<file path="src/rtl/assert_macros.svh">
// Assertion macros shared by the ADPCM decoder modules.
`ifndef ASSERT_MACROS_SVH
`define ASSERT_MACROS_SVH

// Same-cycle implication, checked out of reset
`define ASSERT_IMPLIES(label, clk, rst_n, ante, cons) \
    label: assert property (@(posedge clk) disable iff (!(rst_n)) (ante) |-> (cons)) \
        else $error("implication failed");

// Next-cycle implication, checked out of reset
`define ASSERT_NEXT(label, clk, rst_n, ante, cons) \
    label: assert property (@(posedge clk) disable iff (!(rst_n)) (ante) |=> (cons)) \
        else $error("next-cycle implication failed");

// Condition that must never hold, checked out of reset
`define ASSERT_NEVER(label, clk, rst_n, cond) \
    label: assert property (@(posedge clk) disable iff (!(rst_n)) !(cond)) \
        else $error("forbidden condition seen");

`endif

</file>
<file path="src/rtl/mad_pkg.sv">
// Shared types and constants of the ADPCM decoder.
package mad_pkg;

    // Step size limits and sample saturation bounds
    localparam logic [14:0]        STEP_MIN = 15'd127;
    localparam logic [14:0]        STEP_MAX = 15'd24576;
    localparam logic signed [15:0] SIG_MAX  = 16'sh7fff;
    localparam logic signed [15:0] SIG_MIN  = -16'sh8000;

    // Step adaptation factors, indexed by code magnitude (Q8)
    localparam logic [9:0] SCALE [8] = '{
        10'h0e6, 10'h0e6, 10'h0e6, 10'h0e6, 10'h133, 10'h199, 10'h200, 10'h266
    };

    // Input command codes
    localparam logic CMD_DECODE = 1'b0;
    localparam logic CMD_KEY_ON = 1'b1;

    // Controller states
    typedef enum logic [1:0] {
        S_IDLE,
        S_HI,
        S_LO,
        S_KEY
    } t_state;

    // Controller to datapath commands
    typedef struct packed {
        logic load;     // latch the incoming word
        logic nib_en;   // decode one nibble, update channel state, load output
        logic nib_lo;   // low nibble selected, marks the last sample
        logic key_on;   // reset the latched channel
    } t_dp_cmd;

    // Datapath to controller status
    typedef struct packed {
        logic ch_ok;    // incoming channel is within range
        logic out_free; // output register can take a sample this cycle
    } t_dp_sts;

endpackage

</file>
<file path="src/rtl/mad_ctrl.sv">
// Sequencing state machine of the ADPCM decoder.
`include "assert_macros.svh"
module mad_ctrl (
    input  logic             i_clk,
    input  logic             i_rst_n,
    input  logic             i_valid,
    input  logic             i_command,
    output logic             o_stall,
    input  mad_pkg::t_dp_sts i_sts,
    output mad_pkg::t_dp_cmd o_cmd
);
    import mad_pkg::*;

    t_state r_state;
    t_state n_state;
    logic   in_ready;
    logic   accept;

    // Hold the state
    always_ff @(posedge i_clk) begin
        if (!i_rst_n) begin
            r_state <= S_IDLE;
        end else begin
            r_state <= n_state;
        end
    end

    // Next state and datapath commands
    always_comb begin
        n_state  = r_state;
        o_cmd    = '0;
        in_ready = 1'b0;
        accept   = 1'b0;
        unique case (r_state)
            S_IDLE: begin
                in_ready = 1'b1;
            end
            S_HI: begin
                if (i_sts.out_free) begin
                    o_cmd.nib_en = 1'b1;
                    n_state      = S_LO;
                end
            end
            S_LO: begin
                if (i_sts.out_free) begin
                    o_cmd.nib_en = 1'b1;
                    o_cmd.nib_lo = 1'b1;
                    in_ready     = 1'b1;
                    n_state      = S_IDLE;
                end
            end
            S_KEY: begin
                o_cmd.key_on = 1'b1;
                in_ready     = 1'b1;
                n_state      = S_IDLE;
            end
            default: begin
                n_state = S_IDLE;
            end
        endcase

        // Take the next word and dispatch it
        accept = in_ready && i_valid;
        if (accept) begin
            o_cmd.load = 1'b1;
            if (!i_sts.ch_ok) begin
                n_state = S_IDLE;
            end else if (i_command == CMD_KEY_ON) begin
                n_state = S_KEY;
            end else begin
                n_state = S_HI;
            end
        end
    end

    assign o_stall = !in_ready;

    `ASSERT_NEVER(a_key_and_nib, i_clk, i_rst_n, o_cmd.key_on && o_cmd.nib_en)
    `ASSERT_NEXT(a_hi_to_lo, i_clk, i_rst_n, (r_state == S_HI) && i_sts.out_free,
        r_state == S_LO)

endmodule

</file>
<file path="src/rtl/mad_dp.sv">
// Per-channel state, nibble decode arithmetic and output register.
`include "assert_macros.svh"
module mad_dp #(
    parameter int VOICES = 8
) (
    input  logic               i_clk,
    input  logic               i_rst_n,
    input  mad_pkg::t_dp_cmd   i_cmd,
    output mad_pkg::t_dp_sts   o_sts,
    input  logic [2:0]         i_channel,
    input  logic [7:0]         i_data_byte,
    input  logic               i_stall,
    output logic               o_valid,
    output logic [2:0]         o_voice,
    output logic signed [15:0] o_sample,
    output logic [14:0]        o_step_size,
    output logic               o_last
);
    import mad_pkg::*;

    localparam int IDX_W = (VOICES > 1) ? $clog2(VOICES) : 1;

    // Channel state
    logic signed [15:0] r_sig  [VOICES];
    logic [14:0]        r_step [VOICES];

    // Latched word
    logic [IDX_W-1:0]   r_idx;
    logic [2:0]         r_channel;
    logic [7:0]         r_byte;

    // Output register
    logic               r_out_valid;
    logic [2:0]         r_voice;
    logic signed [15:0] r_sample;
    logic [14:0]        r_step_out;
    logic               r_last;

    // Nibble arithmetic
    logic [3:0]         code;
    logic [2:0]         mag;
    logic [14:0]        cur_step;
    logic signed [15:0] cur_sig;
    logic [18:0]        diff_prod;
    logic signed [19:0] diff_signed;
    logic signed [19:0] delta;
    logic signed [20:0] sum;
    logic signed [15:0] n_sig;
    logic [24:0]        step_prod;
    logic [16:0]        step_raw;
    logic [14:0]        n_step;
    logic               out_taken;

    // Status to the controller
    assign o_sts.ch_ok    = (32'(i_channel) < VOICES);
    assign out_taken      = r_out_valid && !i_stall;
    assign o_sts.out_free = !r_out_valid || !i_stall;

    // Decode the selected nibble against the channel state
    always_comb begin
        code        = i_cmd.nib_lo ? r_byte[3:0] : r_byte[7:4];
        mag         = code[2:0];
        cur_step    = r_step[r_idx];
        cur_sig     = r_sig[r_idx];
        diff_prod   = 19'(cur_step) * 19'({mag, 1'b1});
        diff_signed = code[3] ? -$signed({1'b0, diff_prod}) : $signed({1'b0, diff_prod});
        delta       = diff_signed >>> 3;
        sum         = 21'(cur_sig) + 21'(delta);
        if (sum > 21'(SIG_MAX)) begin
            n_sig = SIG_MAX;
        end else if (sum < 21'(SIG_MIN)) begin
            n_sig = SIG_MIN;
        end else begin
            n_sig = sum[15:0];
        end
        step_prod = 25'(cur_step) * 25'(SCALE[mag]);
        step_raw  = step_prod[24:8];
        if (step_raw > 17'(STEP_MAX)) begin
            n_step = STEP_MAX;
        end else if (step_raw < 17'(STEP_MIN)) begin
            n_step = STEP_MIN;
        end else begin
            n_step = step_raw[14:0];
        end
    end

    // Latch the incoming word
    always_ff @(posedge i_clk) begin
        if (i_cmd.load) begin
            r_idx     <= IDX_W'(i_channel);
            r_channel <= i_channel;
            r_byte    <= i_data_byte;
        end
    end

    // Update channel state: key-on resets, a decoded nibble writes back
    always_ff @(posedge i_clk) begin
        if (!i_rst_n) begin
            for (int v = 0; v < VOICES; v++) begin
                r_sig[v]  <= '0;
                r_step[v] <= STEP_MIN;
            end
        end else if (i_cmd.key_on) begin
            r_sig[r_idx]  <= '0;
            r_step[r_idx] <= STEP_MIN;
        end else if (i_cmd.nib_en) begin
            r_sig[r_idx]  <= n_sig;
            r_step[r_idx] <= n_step;
        end
    end

    // Output valid: set on a new sample, drop once taken
    always_ff @(posedge i_clk) begin
        if (!i_rst_n) begin
            r_out_valid <= 1'b0;
        end else if (i_cmd.nib_en) begin
            r_out_valid <= 1'b1;
        end else if (out_taken) begin
            r_out_valid <= 1'b0;
        end
    end

    // Output payload
    always_ff @(posedge i_clk) begin
        if (i_cmd.nib_en) begin
            r_voice    <= r_channel;
            r_sample   <= n_sig;
            r_step_out <= n_step;
            r_last     <= i_cmd.nib_lo;
        end
    end

    assign o_valid     = r_out_valid;
    assign o_voice     = r_voice;
    assign o_sample    = r_sample;
    assign o_step_size = r_step_out;
    assign o_last      = r_last;

    `ASSERT_IMPLIES(a_no_overwrite, i_clk, i_rst_n, i_cmd.nib_en, !r_out_valid || !i_stall)

endmodule

</file>
<file path="src/rtl/multichannel_adpcm_decoder.sv">
// Top level of the eight-channel 4-bit ADPCM decoder.
//
// Each input word names a channel and either keys it on (signal 0, step 127,
// no output) or carries a byte of two ADPCM codes, which gives two samples:
// high nibble first (o_last low), then low nibble (o_last high). One shared
// nibble unit reads the channel's signal and step, applies the difference and
// the step adaptation, and writes both back, so a data word is decoded over
// the states S_HI and S_LO, and the next data word is accepted in S_LO while
// the output is not stalled. A key-on word resets its channel in the cycle
// after its acceptance; a word naming a channel at or above VOICES is taken
// and dropped. A registered output stage lets the next word be accepted while
// the last sample of the previous one still waits to be taken.
module multichannel_adpcm_decoder #(
    parameter int VOICES = 8
) (
    input  logic               i_clk,
    input  logic               i_rst_n,
    input  logic               i_valid,
    output logic               o_stall,
    input  logic               i_command,
    input  logic [2:0]         i_channel,
    input  logic [7:0]         i_data_byte,
    output logic               o_valid,
    input  logic               i_stall,
    output logic [2:0]         o_voice,
    output logic signed [15:0] o_sample,
    output logic [14:0]        o_step_size,
    output logic               o_last
);
    import mad_pkg::*;

    t_dp_cmd dp_cmd;
    t_dp_sts dp_sts;

    // Sequence each word
    mad_ctrl u_ctrl (
        .i_clk     (i_clk),
        .i_rst_n   (i_rst_n),
        .i_valid   (i_valid),
        .i_command (i_command),
        .o_stall   (o_stall),
        .i_sts     (dp_sts),
        .o_cmd     (dp_cmd)
    );

    // Decode and hold channel state
    mad_dp #(
        .VOICES (VOICES)
    ) u_dp (
        .i_clk       (i_clk),
        .i_rst_n     (i_rst_n),
        .i_cmd       (dp_cmd),
        .o_sts       (dp_sts),
        .i_channel   (i_channel),
        .i_data_byte (i_data_byte),
        .i_stall     (i_stall),
        .o_valid     (o_valid),
        .o_voice     (o_voice),
        .o_sample    (o_sample),
        .o_step_size (o_step_size),
        .o_last      (o_last)
    );

endmodule
</file>
<file path="config.mk">
export PLATFORM = sky130hd
export DESIGN_NAME = multichannel_adpcm_decoder
export DESIGN_NICKNAME = d
export VERILOG_FILES = /design/src/rtl/mad_pkg.sv /design/src/rtl/mad_ctrl.sv /design/src/rtl/mad_dp.sv /design/src/rtl/multichannel_adpcm_decoder.sv
export VERILOG_INCLUDE_DIRS = /design/src /design/src/rtl
export SDC_FILE = /design/constraint.sdc
export NUM_CORES = 1
export LEC_CHECK = 0
export BUFFER_PORTS_ARGS = -buffer_cell sky130_fd_sc_hd__buf_2
export CORE_MARGIN = 5
export CORE_UTILIZATION = 55
export DETAILED_ROUTE_END_ITERATION = 8
export GPL_ROUTABILITY_DRIVEN = 0
export PLACE_DENSITY = 0.82
export SLEW_MARGIN = 20
export SYNTH_ARGS = -nofsm -noshare
export SYNTH_HDL_FRONTEND = slang
export SYNTH_SLANG_ARGS = --single-unit
</file>
<file path="constraint.sdc">
create_clock -name i_clk -period 8.85 [get_ports i_clk]
set_input_delay 0 -clock i_clk [delete_from_list [all_inputs] [get_ports i_clk]]
set_output_delay 0 -clock i_clk [all_outputs]
set_load 0.1 [all_outputs]
</file>
=== Word-level counts from Yosys, hierarchy flattened ===
Memory sizes are Yosys's and may differ from the RTL's. A register that Yosys moved wholly into a read port is not among the register bits.
Index checks and enable logic that the tools add are counted.

* Bits in registers: 49
* Bits in writable memories: 248
* ROM bits: 80
* Input port bits: 16
* Output and inout port bits: 37
* Word-level logic and storage cells: 81
* Memories kept: 3

{| class="wikitable"
|+ Memories
! name !! words !! width !! rd ports !! clocked after memory_dff !! write ports !! RTL line !! source
|-
| u_dp.r_sig || 8 || 16 || 1 || 1 || 8 || mad_dp.sv:24 || <nowiki>logic signed [15:0] r_sig [VOICES];</nowiki>
|-
| u_dp.r_step || 8 || 15 || 1 || 1 || 8 || mad_dp.sv:25 || <nowiki>logic [14:0] r_step [VOICES];</nowiki>
|-
| (no name shown) || 8 || 10 || 1 || 0 || 0 || mad_dp.sv:76 || <nowiki>step_prod = 25'(cur_step) * 25'(SCALE[mag]);</nowiki>
|}

* $add $sub $neg: 2
* $mul: 2
* Order comparisons: 5
* Equal/unequal tests: 5
* Mux-type cells: 40
* Bitwise logic cells: 3
* Reduce and logical (&&, ||, !) cells: 13

{| class="wikitable"
|+ Operators by type and width
! kind !! count
|-
| $mux W16 || 4
|-
| $mux W15 || 4
|-
| $mul A15 B10 Y25 || 1
|-
| $gt A21 B16 Y1 const B || 1
|-
| $lt A21 B16 Y1 const B || 1
|-
| $mux W10 || 2
|-
| $mux W20 || 1
|-
| $neg A19 Y20 || 1
|-
| $mul A15 B4 Y19 || 1
|-
| $add A16 B17 Y18 || 1
|-
| $gt A17 B15 Y1 const B || 1
|-
| $lt A17 B7 Y1 const B || 1
|-
| $mux W1 || 16
|-
| $reduce_or A16 Y1 || 1
|-
| $reduce_or A15 Y1 || 1
|-
| $mux W3 || 4
|-
| $mux W2 || 5
|-
| $ne A3 B2 Y1 const B || 2
|-
| $pmux W2 S3 || 1
|-
| $eq A2 B2 Y1 const B || 2
|-
| $ge A4 B4 Y1 const B || 1
|-
| $mux W4 || 1
|-
| $not A3 Y4 || 1
|-
| $pmux W1 S2 || 2
|-
| 10 further kinds || 14
|}

=== Logic depth before layout (Yosys ltp) ===
* Depth after elaboration: 15
* Depth in mapped cells: 34
* Mapped depth without buffers: 30

=== By module ===
A second synthesis with hierarchy kept.

* Cell total of the unflattened synthesis: 1,754
* Area, all modules: 20,264.4 µm²

{| class="wikitable"
|+ By module, submodules not included
! module !! instances !! cells an instance !! area each (µm²) !! sequential area each (µm²)
|-
| mad_dp || 1 || 1,726 || 20,034.2 || 8,908.5
|-
| mad_ctrl || 1 || 28 || 230.2 || 40.0
|}

=== Worst setup path before layout ===
Ideal clock, no wire load.

* Path type: register to register
* Start point: register u_dp.r_out_valid, in the netlist u_dp.o_valid
* End point: memory u_dp.r_step[0][0] (data pin)
* Library setup time: 0.141 ns
* Arrival: 8.385 ns
* Required time: 8.709 ns
* Setup slack: 0.324 ns
* Stages on the path, launching flop included: 30
* Path buffers: 4
* Period minus slack after synthesis: 8.526 ns
* Cells stage by stage: dfxtp_1 > nand2_1 > and2_1 > clkbuf_1 > mux2i_1 > clkbuf_1 > ha_1 > nor2_1 > clkbuf_1 > nor2_1 > fa_1 > fa_1 > fa_1 > inv_1 > fa_1 > fa_1 > inv_1 > ha_1 > buf_2 > a21oi_1 > o21ai_1 > nor3_1 > a21o_1 > mux2i_1 > o21ai_1 > nor2_2 > inv_2 > nor3_1 > o211ai_1 > nand2_1

{| class="wikitable"
|+ RTL lines
! what !! RTL line !! source
|-
| start: declaration || mad_dp.sv:33 || <nowiki>logic r_out_valid;</nowiki>
|-
| start signal: assignment || mad_dp.sv:115 || <nowiki>r_out_valid <= 1'b0;</nowiki>
|-
| start signal: assignment || mad_dp.sv:117 || <nowiki>r_out_valid <= 1'b1;</nowiki>
|-
| start signal: assignment || mad_dp.sv:119 || <nowiki>r_out_valid <= 1'b0;</nowiki>
|-
| end: declaration || mad_dp.sv:25 ||
|}

==> reports/results.tsv <==
stage	metric	value	unit
critical_path	CP arrival	8790	ps
finish	Area growth syn-to-layout	11.94	%
logic_synthesis	Synth async-reset ratio	0	
clocking	Worst-path clk slew	60	ps
critical_path	top fanout value on the critical path	34	
timing	RSZ-0062 raised after global routing	no	
critical_path	delay-heaviest family, CP	adder cells	
logic_synthesis	post-synthesis compound-gate area fraction	0.06579	
floorplan	Die X	201.4	um
finish	share of layout cells above drive strength 1	0.1583	
critical_path	Slowest-stage cell, CP	dfxtp_2	
timing	Max Clk Rate	118.2	MHz
logic_synthesis	largest family of logic cells by synthesized area	adder cells	
detailed_routing	ANT nets after route	0	
detailed_routing	routed length per instance	22.76	um
run	Maximum Capacitance Violations	0	
global_route	global-route wire length before repair	81.81	mm
detailed_routing	total wire length	53.05	mm
place	dpl hpwl	35.74	mm
finish	design area	22570	um2
clocking	later-pin clock latency in the skew report	540	ps
detailed_routing	vias per inst	6.190	
clocking	Clock Path Buffers	3	
detailed_routing	Initial DRT Pass Iterations	8	
detailed_routing	Iteration-0 DRC Markers	1613	
logic_synthesis	Yosys warning count	0	
place	DP Area	21080	um2
detailed_routing	via count	14429	
floorplan	initial core utilization	0.5533	
critical_path	slowest stage delay, CP	750	ps
logic_synthesis	Mapped Cells	1764	
logic_synthesis	syn avg cell area	11.43	um2
logic_synthesis	Simple-Gate Fraction of Synth Area	0.1332	
floorplan	Die Y	201.4	um
logic_synthesis	register area share after synthesis	0.4439	
logic_synthesis	post-synth net total	2015	
logic_synthesis	number of flops mapped to enable cells by yosys	294	
timing	final worst slack	386.7	ps
critical_path	Crit path buffers/inverters	3	
logic_synthesis	Adder-Cell Fraction of Synth Area	0.1935	
clocking	clock root buffer	clkbuf_16	
clocking	H-Tree Depth	2	
finish	diode count	0	
timing	final slew viol count	0	
timing	Final Setup Violations	0	
timing	crit path time final	8463	ps
floorplan	Rows	70	
global_route	gr usage total	0.2576	
clocking	CTS Sinks	300	
clocking	Num CTS Buffers	34	
worst_hold_path	Hold WC Path Type	in2reg	
global_route	antenna violations before repair	2	
global_route	vias in the first global route	14887	
critical_path	Req. time, crit path	9180	ps
critical_path	Crit path top cell by count	fa_1	
critical_path	WS Path Type	reg2reg	
clocking	CTS tree	done	
global_route	total congestion overflow	0	
global_route	largest net degree at the start of global routing	35	
floorplan	floorplan core area	36430	um2
timing	Final Cycle Share	0.9563	
finish	final core utilization	0.6193	
place	dpl ws	55.92	ps
logic_synthesis	post-synth cell types	77	
logic_synthesis	XOR/XNOR Fraction of Synth Area	0.02166	
timing	normalized max-slew margin	0.3435	
timing	final hold violation count	0	
critical_path	crit start category	flop	
logic_synthesis	mux contribution to synthesized area	0.09099	
timing	Least-Margin Pin Slew	957.3	ps
timing	Clock Skew	19.22	ps
outcome	status	finished, final reports clean	
place	IO buf count	52	
logic_synthesis	synthesized area	20160	um2
floorplan	DIE AREA	40580	um2
critical_path	Cell Chain, Critical Path	buf_12, mux4_2, mux2i_1, nor2_1, inv_1, nor2_1, fa_1, fa_1, fa_1, fa_1, fa_1, ha_1, nand4_1, or3_1, mux2_2, a22oi_1, nand4_1, o311ai_2, nand2_2, buf_4, nor3_1	
detailed_routing	post-route DRC violation count	0	
floorplan	Ports	53	
logic_synthesis	#FFs+latches synth	300	
finish	fin nets	2090	
critical_path	Setup crit end kind	flop	
logic_synthesis	Top FF cell, synth	edfxtp_1	
## synth_stat cells (all sizes together) (10+ instances only)
cell,count,area (um2)
nor3,54,270.3
a21oi,59,299.0
o21ai,32,160.2
a31oi,12,75.07
a21o,16,120.1
o21a,10,75.07
mux4,62,1396
nand4,10,77.57
xnor2,33,296.5
o211ai,15,112.6
edfxtp,294,8828
xor2,16,140.1
nand2,164,618.1
clkbuf,60,225.2
inv,187,701.9
or2,15,93.84
fa,128,2562
buf,19,95.10
mux2i,20,212.7
ha,107,1339
nor2,293,1102
nand3,16,80.08
mux2,20,225.2
## cells in the final DEF (no fill, tap or decap), types with 9 or more instances in the layout
cell type | netlist | layout
o21a_1 | 10 | 9
a21o_1 | 16 | 15
nand4_1 | 9 | 9
nor2_1 | 292 | 292
fa_1 | 128 | 128
mux4_2 | 62 | 62
a31oi_1 | 12 | 9
inv_1 | 177 | 177
buf_4 | 1 | 47
o21ai_0 | 25 | 25
a21oi_1 | 58 | 46
ha_1 | 107 | 107
clkbuf_16 | 0 | 35
inv_2 | 10 | 10
xnor2_1 | 32 | 32
nand2_1 | 163 | 163
edfxtp_1 | 294 | 294
mux2i_1 | 19 | 17
mux2_2 | 20 | 20
xor2_1 | 16 | 16
nand3_1 | 16 | 16
nor3_1 | 54 | 54
clkbuf_1 | 60 | 9
a21oi_4 | 0 | 11
buf_2 | 10 | 52
dlygate4sd3_1 | 0 | 17
or2_2 | 14 | 14
o211ai_1 | 15 | 15
## through the flow
step | TNS (ps) | hold WS, ps | cells
floorplan | 0 | 98.87 | 1764
global placement | 0 | 184.7 | 2253
detailed placement | 0 | 179.1 | 2253
CTS | -14.33 | 158.9 | 2330
global route | 0 | 168.6 | 2331
finish | 0 | 173.9 | 2331
## repair_timing
action	CTS	global route
buffers inserted	0	1
gates cloned	0	0
hold buffers	17	0
pin swaps	0	0
endpoints found under the setup margin	3	248
endpoints found under the hold margin	28	0
gates resized for setup	0	39
## state kept, by name, summed over array words and instances, names as in the netlist, named ones only
register / flops
u_ctrl.r_state: 2
u_dp.o_voice: 3
u_dp.r_sig: 128
u_dp.r_idx: 3
u_dp.o_step_size: 15
u_dp.r_step: 120
u_dp.o_valid: 1
u_dp.o_sample: 16
u_dp.o_last: 1
u_dp.r_byte: 8
## path summary, 6_finish.rpt
check	slack (ps)	endpoint	startpoint	cells past startpoint
max	390	u_dp.r_step[0][7]	flop	21
min	170	u_dp.r_byte[4]	i_data_byte[4]	2
max reg2reg	390	u_dp.r_step[0][7]	flop	21
min reg2reg	540	u_dp.o_voice[0]	u_dp.r_idx[0]	0
## worst reg2reg max path, delay by kind of cell, from the launching register on
kind | cells | cell delay (ps)
AO/OA/AOI/OAI | 2 | 610
buffers and inverters | 3 | 780
adder cells (fa/ha/maj) | 6 | 3040
multiplexers | 3 | 1290
AND/OR/NAND/NOR | 7 | 1800
flip-flops | 1 | 750
## cell families after synthesis
logic type / after synthesis
buf+inv: 267
fa+ha+maj: 235
simple gates: 610
mux: 102
flops: 300
compound gates: 201
xor+xnor: 49
## final cells by class
type / instances / area [um2]
multi-input cells: 1197 / 10430
repair buffers: 118 / 830.8
flip-flops and latches: 300 / 8955
fillers: 2656 / 13870
clock inverters: 14 / 126.4
clock buffers: 46 / 937.1
inverters: 188 / 705.7
well taps: 468 / 585.6
## routing by layer
layer  wire (um)  track usage  share of wire
met1       19200       0.3330           0.36
met3        5554      0.04851           0.10
met2       26530       0.4415           0.50
met5          13            0        0.00025
met4        1748      0.08667          0.033
Power is left out: the tool's default activity adds up to more than one toggle a clock period on the data nets, which glitch-free logic cannot reach.
